## src/rtl/rgch_pkg.sv

```systemverilog
`timescale 1ns / 1ps
`default_nettype none
// ----------------------------------------------------------------------------
// rgch_pkg: shared types and constants of the chromaticity histogram
// Bin and counter sizing, request codes, queue entry layout and FSM states.
// ----------------------------------------------------------------------------
package rgch_pkg;

	localparam int BIN_BITS    = 8;
	localparam int COUNT_BITS  = 20;
	localparam int PIX_W       = 8;
	localparam int IDX_W       = 8;
	localparam int OP_W        = 2;
	localparam int LUM_W       = PIX_W + 2;
	localparam int NUM_W       = PIX_W + BIN_BITS;
	localparam int TRIAL_W     = LUM_W + BIN_BITS;
	localparam int STEP_W      = $clog2(BIN_BITS);
	localparam int ADDR_W      = 2 * BIN_BITS;
	localparam int STORE_DEPTH = 1 << ADDR_W;
	localparam int QUEUE_DEPTH = 4;
	localparam int QPTR_W      = $clog2(QUEUE_DEPTH);

	localparam logic [COUNT_BITS-1:0] COUNT_MAX = '1;

	typedef enum logic [OP_W-1:0] {
		OP_ADD      = 2'd0,
		OP_READ     = 2'd1,
		OP_READ_CLR = 2'd2
	} op_t;

	typedef enum logic [1:0] {
		CMD_ADD,
		CMD_READ,
		CMD_READ_CLR
	} cmd_kind_t;

	typedef struct packed {
		cmd_kind_t         kind;
		logic [ADDR_W-1:0] addr;
	} rgch_cmd_t;

	typedef struct packed {
		logic      valid;
		rgch_cmd_t cmd;
	} rgch_push_t;

	typedef struct packed {
		logic full;
		logic empty;
	} rgch_qstat_t;

	typedef enum logic [1:0] {
		F_IDLE,
		F_DIV,
		F_PUSH
	} front_state_t;

	typedef enum logic [1:0] {
		B_CLEAR,
		B_ISSUE,
		B_EXEC
	} back_state_t;

endpackage
`default_nettype wire

```

## src/rtl/rgch_queue.sv

```systemverilog
`timescale 1ns / 1ps
`default_nettype none
// ----------------------------------------------------------------------------
// rgch_queue: request queue between intake and store
// Small FIFO of decoded requests with a fill count.
// ----------------------------------------------------------------------------
module rgch_queue (
	input  wire logic                  clk,
	input  wire logic                  arst_n,
	input  wire rgch_pkg::rgch_push_t  push,
	input  wire logic                  pop,
	output rgch_pkg::rgch_cmd_t        head,
	output rgch_pkg::rgch_qstat_t      qstat
);
	import rgch_pkg::*;

	rgch_cmd_t         entry_q [QUEUE_DEPTH];
	logic [QPTR_W-1:0] wr_ptr_q, rd_ptr_q;
	logic [QPTR_W:0]   fill_q;

	assign head        = entry_q[rd_ptr_q];
	assign qstat.full  = fill_q == (QPTR_W+1)'(QUEUE_DEPTH);
	assign qstat.empty = fill_q == '0;

	always_ff @(posedge clk) begin
		if (push.valid) begin
			entry_q[wr_ptr_q] <= push.cmd;
		end
	end

	always_ff @(posedge clk or negedge arst_n) begin
		if (!arst_n) begin
			wr_ptr_q <= '0;
			rd_ptr_q <= '0;
			fill_q   <= '0;
		end else begin
			if (push.valid) begin
				wr_ptr_q <= wr_ptr_q + QPTR_W'(1);
			end
			if (pop) begin
				rd_ptr_q <= rd_ptr_q + QPTR_W'(1);
			end
			case ({push.valid, pop})
				2'b10:   fill_q <= fill_q + (QPTR_W+1)'(1);
				2'b01:   fill_q <= fill_q - (QPTR_W+1)'(1);
				default: ;
			endcase
		end
	end

	a_no_overflow: assert property (@(posedge clk) disable iff (!arst_n)
		!(push.valid && qstat.full && !pop))
		else $error("request pushed into a full queue");

	a_no_underflow: assert property (@(posedge clk) disable iff (!arst_n)
		!(pop && qstat.empty))
		else $error("request popped from an empty queue");

endmodule
`default_nettype wire

```

## config.mk

```make
export PLATFORM = sky130hd
export DESIGN_NAME = rgch_queue
export DESIGN_NICKNAME = d
export VERILOG_FILES = /design/src/rtl/rgch_pkg.sv /design/src/rtl/rgch_queue.sv
export SDC_FILE = /design/constraint.sdc
export NUM_CORES = 1
export LEC_CHECK = 0
export BUFFER_PORTS_ARGS = -buffer_cell sky130_fd_sc_hd__buf_2
export CELL_PAD_IN_SITES_DETAIL_PLACEMENT = 1
export CELL_PAD_IN_SITES_GLOBAL_PLACEMENT = 1
export CORE_UTILIZATION = 37
export CTS_CLUSTER_DIAMETER = 120
export DETAILED_ROUTE_END_ITERATION = 7
export HOLD_SLACK_MARGIN = 0.05
export MAX_ROUTING_LAYER = met4
export PLACE_DENSITY_LB_ADDON = 0.3
export SLEW_MARGIN = 20
export SYNTH_ARGS = -nofsm -noshare
export SYNTH_HDL_FRONTEND = slang
export SYNTH_SLANG_ARGS = --single-unit
```

## constraint.sdc

```tcl
create_clock -name clk -period 4.2 [get_ports clk]
set_input_delay 0.21 -clock clk [delete_from_list [all_inputs] [get_ports clk]]
set_output_delay 0.21 -clock clk [all_outputs]
set_load 0.05 [all_outputs]
```

Yosys cells after proc, flatten, opt, wreduce, memory -nomap -nowiden
Memory sizes are Yosys's and may differ from the RTL's.
Cells that the tools add are included.
{ "word_totals": {"register_bits": 7, "ramBits": 72, "in_bits": 22, "elab_cells": 16, "memories": 1} }
{ "classes": {"add_sub_neg": 4, "eq_ne": 3, "n_mux": 3, "reduce_logical": 2} }
{ "memory_table": {"columns": ["memory", "depth", "word_bits", "rd", "rd_clocked_by_memory_dff", "wr", "line", "source"], "rows": [
  ["entry_q", 4, 18, 1, 0, 1, "rgch_queue.sv:17", "rgch_cmd_t entry_q [QUEUE_DEPTH];"]
]} }
{ "ops": {"columns": ["cell", "n"], "rows": [
  ["$pmux W3 S2", 1],
  ["$add A2 B1 Y2 const B", 2],
  ["$add A3 B1 Y3 const B", 1],
  ["$eq A3 B3 Y1 const B", 1],
  ["$logic_not A3 Y1", 1],
  ["$sub A3 B1 Y3 const B", 1],
  ["$eq A2 B1 Y1 const B", 1],
  ["$eq A2 B2 Y1 const B", 1],
  ["$mux W1", 2],
  ["$reduce_bool A2 Y1", 1]
]} }

Depth between registers and ports, before layout
{ "depth": {"word_depth": 2, "mapped_depth": 7, "depth_no_buf": 7} }

Worst setup path before layout
Ideal clock, no wire load.
{ "synth_path": {"path_kind": "register to output", "from": "reg fill_q[0]", "to": "out qstat[0] (netlist bit)", "arrival_ns": 1.485, "t_required_ns": 3.990, "setup_slack_ns": 2.505, "stages_incl_launch_ff": 2, "n_path_buf": 0, "cell_sequence": "dfrtp_1 -> nor3_1"} }
{ "synth_rtl": {"columns": ["element", "line", "source"], "rows": [
  ["start, declared", "rgch_queue.sv:19", "logic [QPTR_W:0] fill_q;"],
  ["start signal, assigned", "rgch_queue.sv:44", "2'b10: fill_q <= fill_q + (QPTR_W+1)'(1);"],
  ["start signal, assigned", "rgch_queue.sv:45", "2'b01: fill_q <= fill_q - (QPTR_W+1)'(1);"],
  ["end, declared", "rgch_queue.sv:13", "output rgch_pkg::rgch_qstat_t qstat"]
]} }

==> results.tsv <==
stage	metric	value	unit
timing	Slew HR	0.319	
route	DRC	0	
pwr	share of power burned in registers	0.436	
floorplanning	number of cell rows	32	
route	final wirelength	5340	um
route	Routed WL per cell	18.6	um
hold_path	worst hold path type	input pin to register	
clock_tree	Reg clk slew, reported paths	0.08	ns
pwr	Tot Pwr	0.00264	W
timing	final hold violations	0	
timing	setup TNS	0	ns
pwr	leakage power	1.24	nW
timing	endpoints failing setup	0	
final_layout	fin util	0.447	
synthesis	Synth area leaders	edfxtp_1 72%, mux4_2 14%, dfrtp_1 5.8%, ha_1 2.1%, xor2_1 1.2%	
setup_path	CP arrival	2.17	ns
route	DRT iter0 DRCs	41	
grt	global route total overflow	0	
timing	Tmin final	2.38	ns
grt	antenna violations before repair	0	
synthesis	flip-flop and latch count after synthesis	79	
floorplanning	Initial Util	0.386	
floorplanning	die height	92.0	um
synthesis	dominant synthesized flop cell	edfxtp_1	
synthesis	asr flop ratio synth	0.0886	
synthesis	Synth top area share	0.721	
clock_tree	CTS sink count	79	
final_layout	nets	208	
synthesis	register area share after synthesis	0.780	
grt	largest net degree at the start of global routing	20	
synthesis	most common cell in the netlist	edfxtp_1	
placed_design	PortBufs	41	
clock_tree	Post-CTS Setup Inserts	0	
grt	first-pass GRT wire length	8420	um
floorplanning	Die Area	8470	sq um
floorplanning	Core ar.	7770	sq um
setup_path	Worst setup EP type	output pin	
setup_path	CP Class	register to output pin	
timing	f_max	421	MHz
pwr	switching share of power	0.404	
synthesis	Post-synth EDFFs	72	
synthesis	count of different cell masters after synthesis	18	
setup_path	Max Fanout on Critical Path	12	
clock_tree	CTS tree	built	
route	DR vias/cell	4.77	
timing	RSZ-0062 raised after global routing	no	
placed_design	RePlAce Congestion	0.681	
clock_tree	Clock Root Buffer	clkbuf_8	
final_layout	layout cell share with drive strength beyond 1	0.400	
final_layout	ANT cells	0	
floorplanning	die width	92.0	um
synthesis	post-synthesis net count	158	
route	vias	1369	
outcome	status	finished, final reports clean	
clock_tree	Clock Tree Buf Depth	2	
pwr	NetSw	0.00107	W
route	DR pass1 iterations	6	
clock_tree	CTS Buf Count	9	
setup_path	WP data required	3.99	ns
timing	period utilisation layout	0.566	
setup_path	Worst setup SP type	register	
pwr	pwr/cell area	760	nW/um^2
pwr	clock share of power	0.179	
synthesis	Syn Area/Cell	23.1	sq um
pwr	Max VDD drop	265	uV
synthesis	Synth top cells by count	72 x edfxtp_1, 18 x mux4_2, 7 x dfrtp_1	
final_layout	Layout Area Growth over Synthesis	15.9	%
placed_design	post-DP HPWL	3590	um
grt	aggregate global-route resource usage	0.146	
job	max-cap violation count	0	
floorplanning	Boundary Pins	42	
route	Antenna Nets Post-Route	0	
synthesis	mapped cell area	3000	sq um
clock_tree	Clock Latency Late Sink	0.34	ns
pwr	Int Pwr	0.00157	W
timing	worst-case clock skew	0.00717	ns
synthesis	post-synthesis instance total	130	
synthesis	yosys synthesis warning count	0	
timing	worst hold margin	0.0785	ns
pwr	combinational share of power	0.385	
clock_tree	CTS HTree Levels	3	
timing	max-slew violation total from the final report	0	
grt	number of global-route vias before repair	1592	
timing	worst slew pin tran	1.02	ns
synthesis	leading area contributor after synthesis	edfxtp_1	
-- worst max-delay path: stages, from the launching register on --
cell     delay [ns]
dfrtp_1        0.68
buf_4          0.36
mux4_2         0.54
buf_2          0.23
-- repair_timing --
action,CTS,global route
hold buffers,1,0
resized for setup,0,0
endpoints found under the hold margin,7,0
-- per-layer routing --
metal | share of wire | global-route usage | up-vias
met5 | 0 | - | -
met2 | 0.54 | 0.249 | 38
met1 | 0.41 | 0.160 | 706
li1 | - | - | 617
met4 | 0.012 | 0.0820 | 0
met3 | 0.037 | 0.0290 | 8
-- logic make-up after synthesis --
group | share of synthesized area
DFF | 0.780
muxes | 0.139
buffers and inverters | 0.0192
and+or+nand+nor | 0.0159
xor gates and xnor gates | 0.0175
adders and majority gates | 0.0275
AOI/OAI and AO/OA | 0.00167
-- power groups by stage --
stage | combinational (W) | sequential [W] | clock (W)
floorplan | 0.000882 | 0.00109 | 0
global placement | 0.00101 | 0.00116 | 0
detailed placement | 0.00104 | 0.00118 | 0
CTS | 0.00104 | 0.00116 | 0.000491
global route | 0.00108 | 0.00118 | 0.000514
finish | 0.00102 | 0.00115 | 0.000472
-- area by class of cell --
| cell class | instances | area, sq um |
|---|---|---|
| sequential | 79 | 2340 |
| clock buffer | 10 | 128 |
| timing repair buffer | 43 | 223 |
| clock inverter | 6 | 35.0 |
| inverter | 6 | 22.5 |
| fill | 761 | 4290 |
| tap | 102 | 128 |
| multi-input combinational | 41 | 603 |
-- layout by cell type, fill, tap and decap left out, types with 3 or more instances in the layout --
cell / n
dfrtp_1: 7
ha_1: 5
and2_1: 4
buf_2: 41
mux4_2: 18
inv_1: 6
clkbuf_8: 9
xor2_1: 4
clkinv_2: 3
edfxtp_1: 72
-- flip-flops by register name, summed over array words and instances, names as in the netlist --
name      count
rd_ptr_q      2
wr_ptr_q      2
entry_q      72
fill_q        3
-- per-stage QoR --
step | setup slack (ns) | instances | instance area, sq um
after CTS | 1.73 | 287 | 3480
after floorplan | 2.51 | 130 | 3000
after global placement | 2.16 | 270 | 3300
after global routing | 1.64 | 287 | 3480
final | 1.82 | 287 | 3480
after detailed placement | 2.13 | 270 | 3300
-- path summary, 6_finish.rpt --
path,from,to,slack (ns),cells after the start
min in group asynchronous,arst_n,fill_q[1],0.24,2
max in group asynchronous,arst_n,rd_ptr_q[1],3.78,2
hold / removal,push[16],entry_q[0][16],0.08,1
setup reg to reg,wr_ptr_q[1],entry_q[1][9],2.35,3
setup / recovery,rd_ptr_q[0],head[13],1.82,3
hold reg to reg,fill_q[0],fill_q[0],0.52,1
(Power assumes the default switching activity.)
