<file path="config.mk">
export PLATFORM = sky130hd
export DESIGN_NAME = rgch_front
export DESIGN_NICKNAME = d
export VERILOG_FILES = /design/src/rtl/rgch_pkg.sv /design/src/rtl/rgch_front.sv
export SDC_FILE = /design/constraint.sdc
export NUM_CORES = 1
export LEC_CHECK = 0
export ABC_AREA = 1
export BUFFER_PORTS_ARGS = -buffer_cell sky130_fd_sc_hd__buf_2
export CORE_ASPECT_RATIO = 0.8
export CORE_MARGIN = 4
export CORE_UTILIZATION = 30
export DETAILED_ROUTE_END_ITERATION = 8
export PLACE_DENSITY = 0.47
export SETUP_SLACK_MARGIN = 0.1
export SYNTH_ARGS = -nofsm -noshare
export SYNTH_HDL_FRONTEND = slang
export SYNTH_SLANG_ARGS = --single-unit
</file>
<file path="constraint.sdc">
create_clock -name clk -period 4.41 [get_ports clk]
set_input_delay 0.6615 -clock clk [delete_from_list [all_inputs] [get_ports clk]]
set_output_delay 0.6615 -clock clk [all_outputs]
set_load 0.005 [all_outputs]
</file>
<file path="src/rtl/rgch_pkg.sv">
`timescale 1ns / 1ps
`default_nettype none
// ----------------------------------------------------------------------------
// rgch_pkg: shared types and constants of the chromaticity histogram
// Bin and counter sizing, request codes, queue entry layout and FSM states.
// ----------------------------------------------------------------------------
package rgch_pkg;

	localparam int BIN_BITS    = 8;
	localparam int COUNT_BITS  = 20;
	localparam int PIX_W       = 8;
	localparam int IDX_W       = 8;
	localparam int OP_W        = 2;
	localparam int LUM_W       = PIX_W + 2;
	localparam int NUM_W       = PIX_W + BIN_BITS;
	localparam int TRIAL_W     = LUM_W + BIN_BITS;
	localparam int STEP_W      = $clog2(BIN_BITS);
	localparam int ADDR_W      = 2 * BIN_BITS;
	localparam int STORE_DEPTH = 1 << ADDR_W;
	localparam int QUEUE_DEPTH = 4;
	localparam int QPTR_W      = $clog2(QUEUE_DEPTH);

	localparam logic [COUNT_BITS-1:0] COUNT_MAX = '1;

	typedef enum logic [OP_W-1:0] {
		OP_ADD      = 2'd0,
		OP_READ     = 2'd1,
		OP_READ_CLR = 2'd2
	} op_t;

	typedef enum logic [1:0] {
		CMD_ADD,
		CMD_READ,
		CMD_READ_CLR
	} cmd_kind_t;

	typedef struct packed {
		cmd_kind_t         kind;
		logic [ADDR_W-1:0] addr;
	} rgch_cmd_t;

	typedef struct packed {
		logic      valid;
		rgch_cmd_t cmd;
	} rgch_push_t;

	typedef struct packed {
		logic full;
		logic empty;
	} rgch_qstat_t;

	typedef enum logic [1:0] {
		F_IDLE,
		F_DIV,
		F_PUSH
	} front_state_t;

	typedef enum logic [1:0] {
		B_CLEAR,
		B_ISSUE,
		B_EXEC
	} back_state_t;

endpackage
`default_nettype wire

</file>
<file path="src/rtl/rgch_front.sv">
`timescale 1ns / 1ps
`default_nettype none
// ----------------------------------------------------------------------------
// rgch_front: request intake and bin computation
// Takes requests, skips black pixels, divides to find the bins and queues work.
// ----------------------------------------------------------------------------
module rgch_front (
	input  wire logic                        clk,
	input  wire logic                        arst_n,
	input  wire logic                        in_valid,
	output logic                             in_stall,
	input  wire logic [rgch_pkg::OP_W-1:0]   operation,
	input  wire logic [rgch_pkg::PIX_W-1:0]  red,
	input  wire logic [rgch_pkg::PIX_W-1:0]  green,
	input  wire logic [rgch_pkg::PIX_W-1:0]  blue,
	input  wire logic [rgch_pkg::IDX_W-1:0]  bin_red,
	input  wire logic [rgch_pkg::IDX_W-1:0]  bin_green,
	input  wire logic                        clearing,
	input  wire rgch_pkg::rgch_qstat_t       qstat,
	output rgch_pkg::rgch_push_t             push
);
	import rgch_pkg::*;

	front_state_t        state_q, state_d;
	logic                load;
	logic [LUM_W-1:0]    lum;
	logic [NUM_W-1:0]    num_r, num_g;
	logic [NUM_W-1:0]    rem_r_q, rem_g_q;
	logic [LUM_W-1:0]    lum_q;
	logic [BIN_BITS-1:0] qr_q, qg_q;
	logic [STEP_W-1:0]   step_q;
	logic [TRIAL_W-1:0]  trial;
	logic                ge_r, ge_g;

	assign lum   = {2'b00, red} + {2'b00, green} + {2'b00, blue};
	// scale by 2^BIN_BITS - 1 as shift and subtract
	assign num_r = {red, {BIN_BITS{1'b0}}} - {{BIN_BITS{1'b0}}, red};
	assign num_g = {green, {BIN_BITS{1'b0}}} - {{BIN_BITS{1'b0}}, green};

	assign trial = {{BIN_BITS{1'b0}}, lum_q} << step_q;
	assign ge_r  = {{(TRIAL_W-NUM_W){1'b0}}, rem_r_q} >= trial;
	assign ge_g  = {{(TRIAL_W-NUM_W){1'b0}}, rem_g_q} >= trial;

	always_comb begin
		state_d        = state_q;
		in_stall       = 1'b1;
		load           = 1'b0;
		push.valid     = 1'b0;
		push.cmd.kind  = CMD_READ;
		push.cmd.addr  = {bin_red[BIN_BITS-1:0], bin_green[BIN_BITS-1:0]};
		case (state_q)
			F_IDLE: begin
				in_stall = clearing || qstat.full;
				if (in_valid && !in_stall) begin
					case (operation)
						OP_ADD: begin
							if (lum != '0) begin
								load    = 1'b1;
								state_d = F_DIV;
							end
						end
						OP_READ: begin
							push.valid    = 1'b1;
							push.cmd.kind = CMD_READ;
						end
						OP_READ_CLR: begin
							push.valid    = 1'b1;
							push.cmd.kind = CMD_READ_CLR;
						end
						default: ;
					endcase
				end
			end
			F_DIV: begin
				if (step_q == '0) begin
					state_d = F_PUSH;
				end
			end
			F_PUSH: begin
				push.cmd.kind = CMD_ADD;
				push.cmd.addr = {qr_q, qg_q};
				if (!qstat.full) begin
					push.valid = 1'b1;
					state_d    = F_IDLE;
				end
			end
			default: state_d = F_IDLE;
		endcase
	end

	always_ff @(posedge clk or negedge arst_n) begin
		if (!arst_n) begin
			state_q <= F_IDLE;
		end else begin
			state_q <= state_d;
		end
	end

	// restoring division, one quotient bit of each ratio per cycle
	always_ff @(posedge clk) begin
		if (load) begin
			rem_r_q <= num_r;
			rem_g_q <= num_g;
			lum_q   <= lum;
			qr_q    <= '0;
			qg_q    <= '0;
			step_q  <= STEP_W'(BIN_BITS - 1);
		end else if (state_q == F_DIV) begin
			if (ge_r) begin
				rem_r_q <= rem_r_q - trial[NUM_W-1:0];
			end
			if (ge_g) begin
				rem_g_q <= rem_g_q - trial[NUM_W-1:0];
			end
			qr_q   <= {qr_q[BIN_BITS-2:0], ge_r};
			qg_q   <= {qg_q[BIN_BITS-2:0], ge_g};
			step_q <= step_q - STEP_W'(1);
		end
	end

endmodule
`default_nettype wire

</file>
# Word level (Yosys, flattened, before mapping)
# Cells that the tools add are included.
# Widths: inputs -> output; s select.
[word_totals]
ff_bits = 63
output_inout_bits = 20
[classes]
add_sub_neg = 7
eq_ne = 9
n_mux = 22
shift = 1
reduce_logical = 13
n_lt_le_gt_ge = 2
[op_table]
columns = ["cell", "n"]
rows = [
  ["$mux 16", 7],
  ["$ge 16x18->1", 2],
  ["$sub 16x16->16", 2],
  ["$sub 16x8->16", 2],
  ["$shl 10x3->18", 1],
  ["$pmux 3 s2", 2],
  ["$add 9x8->10", 1],
  ["$mux 2", 5],
  ["$reduce_bool 10->1", 1],
  ["$add 8x8->9", 1],
  ["$ne 2x2->1 const B", 4],
  ["$mux 1", 6],
  ["$pmux 2 s3", 1],
  ["$reduce_bool 2->1", 3],
  ["$reduce_and 5->1", 1],
  ["$eq 2x1->1 const B", 2],
  ["$eq 2x2->1 const B", 2],
  ["$logic_not 2->1", 2],
  ["$reduce_and 2->1", 2],
  ["$logic_not 3->1", 1],
  ["$mux 3", 1],
  ["$sub 3x1->3 const B", 1],
  ["$ne 2x1->1 const B", 1],
  ["$logic_and 1x1->1", 1],
  ["2 further kinds", 2],
]

# Depth between registers and ports, before layout
[logic_depth]
ltp_word = 9
depth_mapped = 20
depth_no_buf = 20

# Worst setup path before layout
# Ideal clock, no wire load.
[synth_timing]
path_kind = "input to register"
startpoint = "input red[1] in the netlist's numbering"
endpoint = "register rem_g_q[0], enable pin"
arrival_time_ps = 2971
setup_slack_ps = 1077
n_path_buf = 1
t_required_ps = 4048
cell_stages = 11
path_cell_list = "fa_1 > ha_1 > fa_1 > nor3_1 > nor2b_1 > nand3_1 > nor2_2 > nand4_4 > nand2_4 > buf_4 > nand2_1"
[synth_via]
elab_chain_cells = 9
word_cells_on_any_way = 10
cone_classes = "add/sub: 2; mux: 4; reduce/logical: 4"
[synth_rtl]
columns = ["element", "line", "text"]
rows = [
  ["start, declared", "rgch_front.sv:13", "input wire logic [rgch_pkg::PIX_W-1:0] red,"],
  ["$add 8x8->9 (*)", "rgch_front.sv:35", "assign lum = {2'b00, red} + {2'b00, green} + {2'b00, blue};"],
  ["$add 9x8->10 (*)", "rgch_front.sv:35", ""],
  ["via lum[2]", "rgch_front.sv:26", "logic [LUM_W-1:0] lum;"],
  ["$reduce_bool 10->1 (*)", "rgch_front.sv:57", "if (lum != '0) begin"],
  ["$mux 1 (*)", "rgch_front.sv:57", ""],
  ["$mux 1 (*)", "rgch_front.sv:55", "case (operation)"],
  ["$mux 1 (*)", "rgch_front.sv:54", "if (in_valid && !in_stall) begin"],
  ["$mux 1 (*)", "rgch_front.sv:51", "case (state_q)"],
  ["$reduce_bool 2->1 (no line)", "--", ""],
  ["$reduce_and 2->1 (no line) (*)", "--", ""],
  ["end signal, assigned", "rgch_front.sv:103", "rem_g_q <= num_g;"],
  ["end signal, assigned", "rgch_front.sv:113", "rem_g_q <= rem_g_q - trial[NUM_W-1:0];"],
  ["end, declared", "rgch_front.sv:28", "logic [NUM_W-1:0] rem_r_q, rem_g_q;"],
]
# Mark *: on every way through the listed nets, which the timed path passes. The rest lies on a longest branch.
# A chain may end at the register's enable or synchronous reset.

# Worst setup path after layout
[layout_timing]
startpoint = "register step_q[1]"
endpoint = "register rem_g_q[2], enable pin"
[layout_via]
elab_chain_cells = 4
[layout_rtl]
columns = ["element", "line", "text"]
rows = [
  ["start, declared", "rgch_front.sv:31", "logic [STEP_W-1:0] step_q;"],
  ["start signal, assigned", "rgch_front.sv:107", "step_q <= STEP_W'(BIN_BITS - 1);"],
  ["start signal, assigned", "rgch_front.sv:117", "step_q <= step_q - STEP_W'(1);"],
  ["$shl 10x3->18", "rgch_front.sv:40", "assign trial = {{BIN_BITS{1'b0}}, lum_q} << step_q;"],
  ["$ge 16x18->1", "rgch_front.sv:42", "assign ge_g = {{(TRIAL_W-NUM_W){1'b0}}, rem_g_q} >= trial;"],
  ["$reduce_bool 2->1 (no line)", "--", ""],
  ["$reduce_and 2->1 (no line)", "--", ""],
]
# Every way passes these cells.

==> results.toml <==
[layout]
final_common_cell = "nand2_1"
drive_gt1_share_pct = 11.3
utilization_pct = 35.4
stdcell_count = 1182
nets = 1023
stdcell_area_um2 = 6740
syn_to_final_growth_pct = 15.6
num_antenna_cells = 0
mostFrequentLayoutCells = "277 x nand2_1, 97 x inv_1, 78 x nand3_1, 70 x nor2_1, 66 x buf_2"

[synth]
ys_seq_area_share_pct = 29.0
synth_area_um2 = 5830
synthCells = 855
yosysUniqueCellTypes = 35
avgSynthCellArea_um2 = 6.82
synth_nets = 959
synth-seq-cells = 63
ys.flop_type = "edfxtp_1"
synth-async-reset-ratio_pct = 3.17
synth_edf_count = 42
ys_warn_count = 0

[grt]
grt_util_all_layers_pct = 15.5
grt_pass1_vias = 5063
grt_pass1_wl_mm = 26.7
antenna_found_initial = 0
grt_max_degree = 34
grt.overflow.total = 0

[route]
drt_iter0_markers = 335
drc = 0
finalWirelength_mm = 16.4
firstDrtPassIters = 5
wire_per_inst_um = 13.9
via_per_inst = 4.60
ant_nets = 0
vias = 5437

[setup_path]
cp_max_fo = 17
end_kind = "flop"
crit_arrival_ns = 3.43
start_kind = "flop"
worstPathRequired_ns = 4.42
worstSetupPathType = "flop to flop"

[clock_tree]
cts_hold_buf = 0
clk_path_buf_depth = 2
clkTransAtPathRegs_ns = 0.05
cts_sinks = 63
cts_setup_buffers = 0
clock_latency_ns = 0.33
cts_resized = 0
cts_max_level = 3
cts_root_buf = "clkbuf_16"
tritoncts.num_buffers = 9
cts_tree = "yes"

[run]
maxCapViolations = 0

[placement]
dp.cells = 1166
place_ws_ns = 0.741
io_buffer_count = 66
dpl.hpwl_mm = 13.3
dpl-instance-area_um2 = 6440
gp_congestion = 0.848

[die]
chipWidth_um = 164
die_h_um = 133
die_area_um2 = 21700
initial_core_util_pct = 30.6
row_count = 45
core_um2 = 19000
io_pins = 68

[sta]
rsz0062_at_grt = "false"
fin_tns_setup_ns = 0
fmax_ghz = 0.293
hold_ws_ns = 0.102
setup_viol = 0
worst_slack_ns = 0.994
relSlewSlack_pct = 55.4
worstMarginPinSlew_ns = 0.668
finalHoldViolCount = 0
period_needed_ns = 3.42
fin_skew_ns = 0.00591
period_share_pct = 77.5
slew_violations = 0

[power_and_ir_drop]
p_leak_nw = 3.37
total_power_mw = 5.55
irDropWorstVdd_mv = 0.198
powerDensity_nw_per_um2 = 824

[outcome]
status = "complete, no violations"

[min_path]
hp-class = "input port to asynchronous set/reset pin"
[final cells by class]
cell class / instances / area (um^2)
multi-input cells: 669 / 3650
clock inverters: 1 / 6.26
clock buffers: 15 / 290
well taps: 258 / 323
repair buffers: 76 / 405
inverters: 100 / 375
fillers: 2144 / 12300
flip-flops and latches: 63 / 1690
[critical path, cell delays in order (launching register included)]
cell     delay [ns]
dfxtp_1        0.50
inv_1          0.30
nand3_1        0.16
o21ai_0        0.11
or2_2          0.35
ha_1           0.42
nand2_1        0.07
o21ai_0        0.15
buf_4          0.16
nand2_1        0.05
nand2_1        0.14
nand2_1        0.07
nand2_1        0.11
nand2_1        0.06
nand2_1        0.06
nand2_1        0.06
nand2_1        0.06
buf_4          0.26
[final timing paths]
| path | start | end | slack (ns) | cells past startpoint |
|---|---|---|---|---|
| max | step_q[1]$_SDFFE_PN1P_ | rem_g_q[2]$_DFFE_PP_ | 0.99 | 17 |
| max in group asynchronous | arst_n | state_q[1]$_DFFE_PN0P_ | 4.21 | 1 |
| min reg2reg | qg_q[2]$_SDFFE_PN0P_ | qg_q[2]$_SDFFE_PN0P_ | 0.53 | 2 |
| min | arst_n | state_q[0]$_DFFE_PN0P_ | 0.10 | 1 |
| max reg2reg | step_q[1]$_SDFFE_PN1P_ | rem_g_q[2]$_DFFE_PP_ | 0.99 | 17 |
| min in group clk | qg_q[2]$_SDFFE_PN0P_ | qg_q[2]$_SDFFE_PN0P_ | 0.53 | 2 |
[report_power, final]
part,internal [mW],switching (mW),leakage (nW)
clock,0.450,0.261,0.145
combinational,1.40,2.29,2.66
sequential,1.05,0.0979,0.569
[kinds of logic (layout without fill, tap and decap cells)]
kind of cell	after synthesis	after routing	synth area share (%)
buffers and inverters	123	192	8.50
xor gates and xnor gates	35	35	5.26
DFF	63	63	29.0
and+or+nand+nor	460	460	33.1
muxes	1	1	0.172
adders and majority gates	56	56	13.4
AOI/OAI and AO/OA	117	117	10.5
[layer usage]
metal,vias to the layer above,global-route usage [%],wire length (um)
met2,123,20.7,6290
li1,2912,-,-
met1,2393,25.4,9280
met3,9,1.81,662
met5,-,0,0
met4,0,4.61,214
[state kept, by name (all words and copies together), names as in the netlist]
register  cells
rem_g_q      16
rem_r_q      16
lum_q        10
qg_q          8
qr_q          8
step_q        3
state_q       2
[synth_stat cells (4+ instances only)]
cell | number | area [um^2]
ha_1 | 45 | 563
xor2_1 | 25 | 219
nand3b_1 | 4 | 30.0
buf_4 | 4 | 30.0
nand3_1 | 78 | 390
a21o_1 | 6 | 45.0
fa_1 | 11 | 220
a21oi_1 | 41 | 205
nor2_2 | 10 | 62.6
edfxtp_1 | 42 | 1260
o21ai_0 | 63 | 315
nor3_1 | 4 | 20.0
dfxtp_1 | 19 | 380
nand4_1 | 9 | 56.3
clkbuf_1 | 13 | 48.8
nor2_1 | 72 | 270
nand2_1 | 277 | 1040
xnor2_1 | 10 | 87.6
inv_1 | 97 | 364
Note: power is estimated with default switching activity, not from simulation.
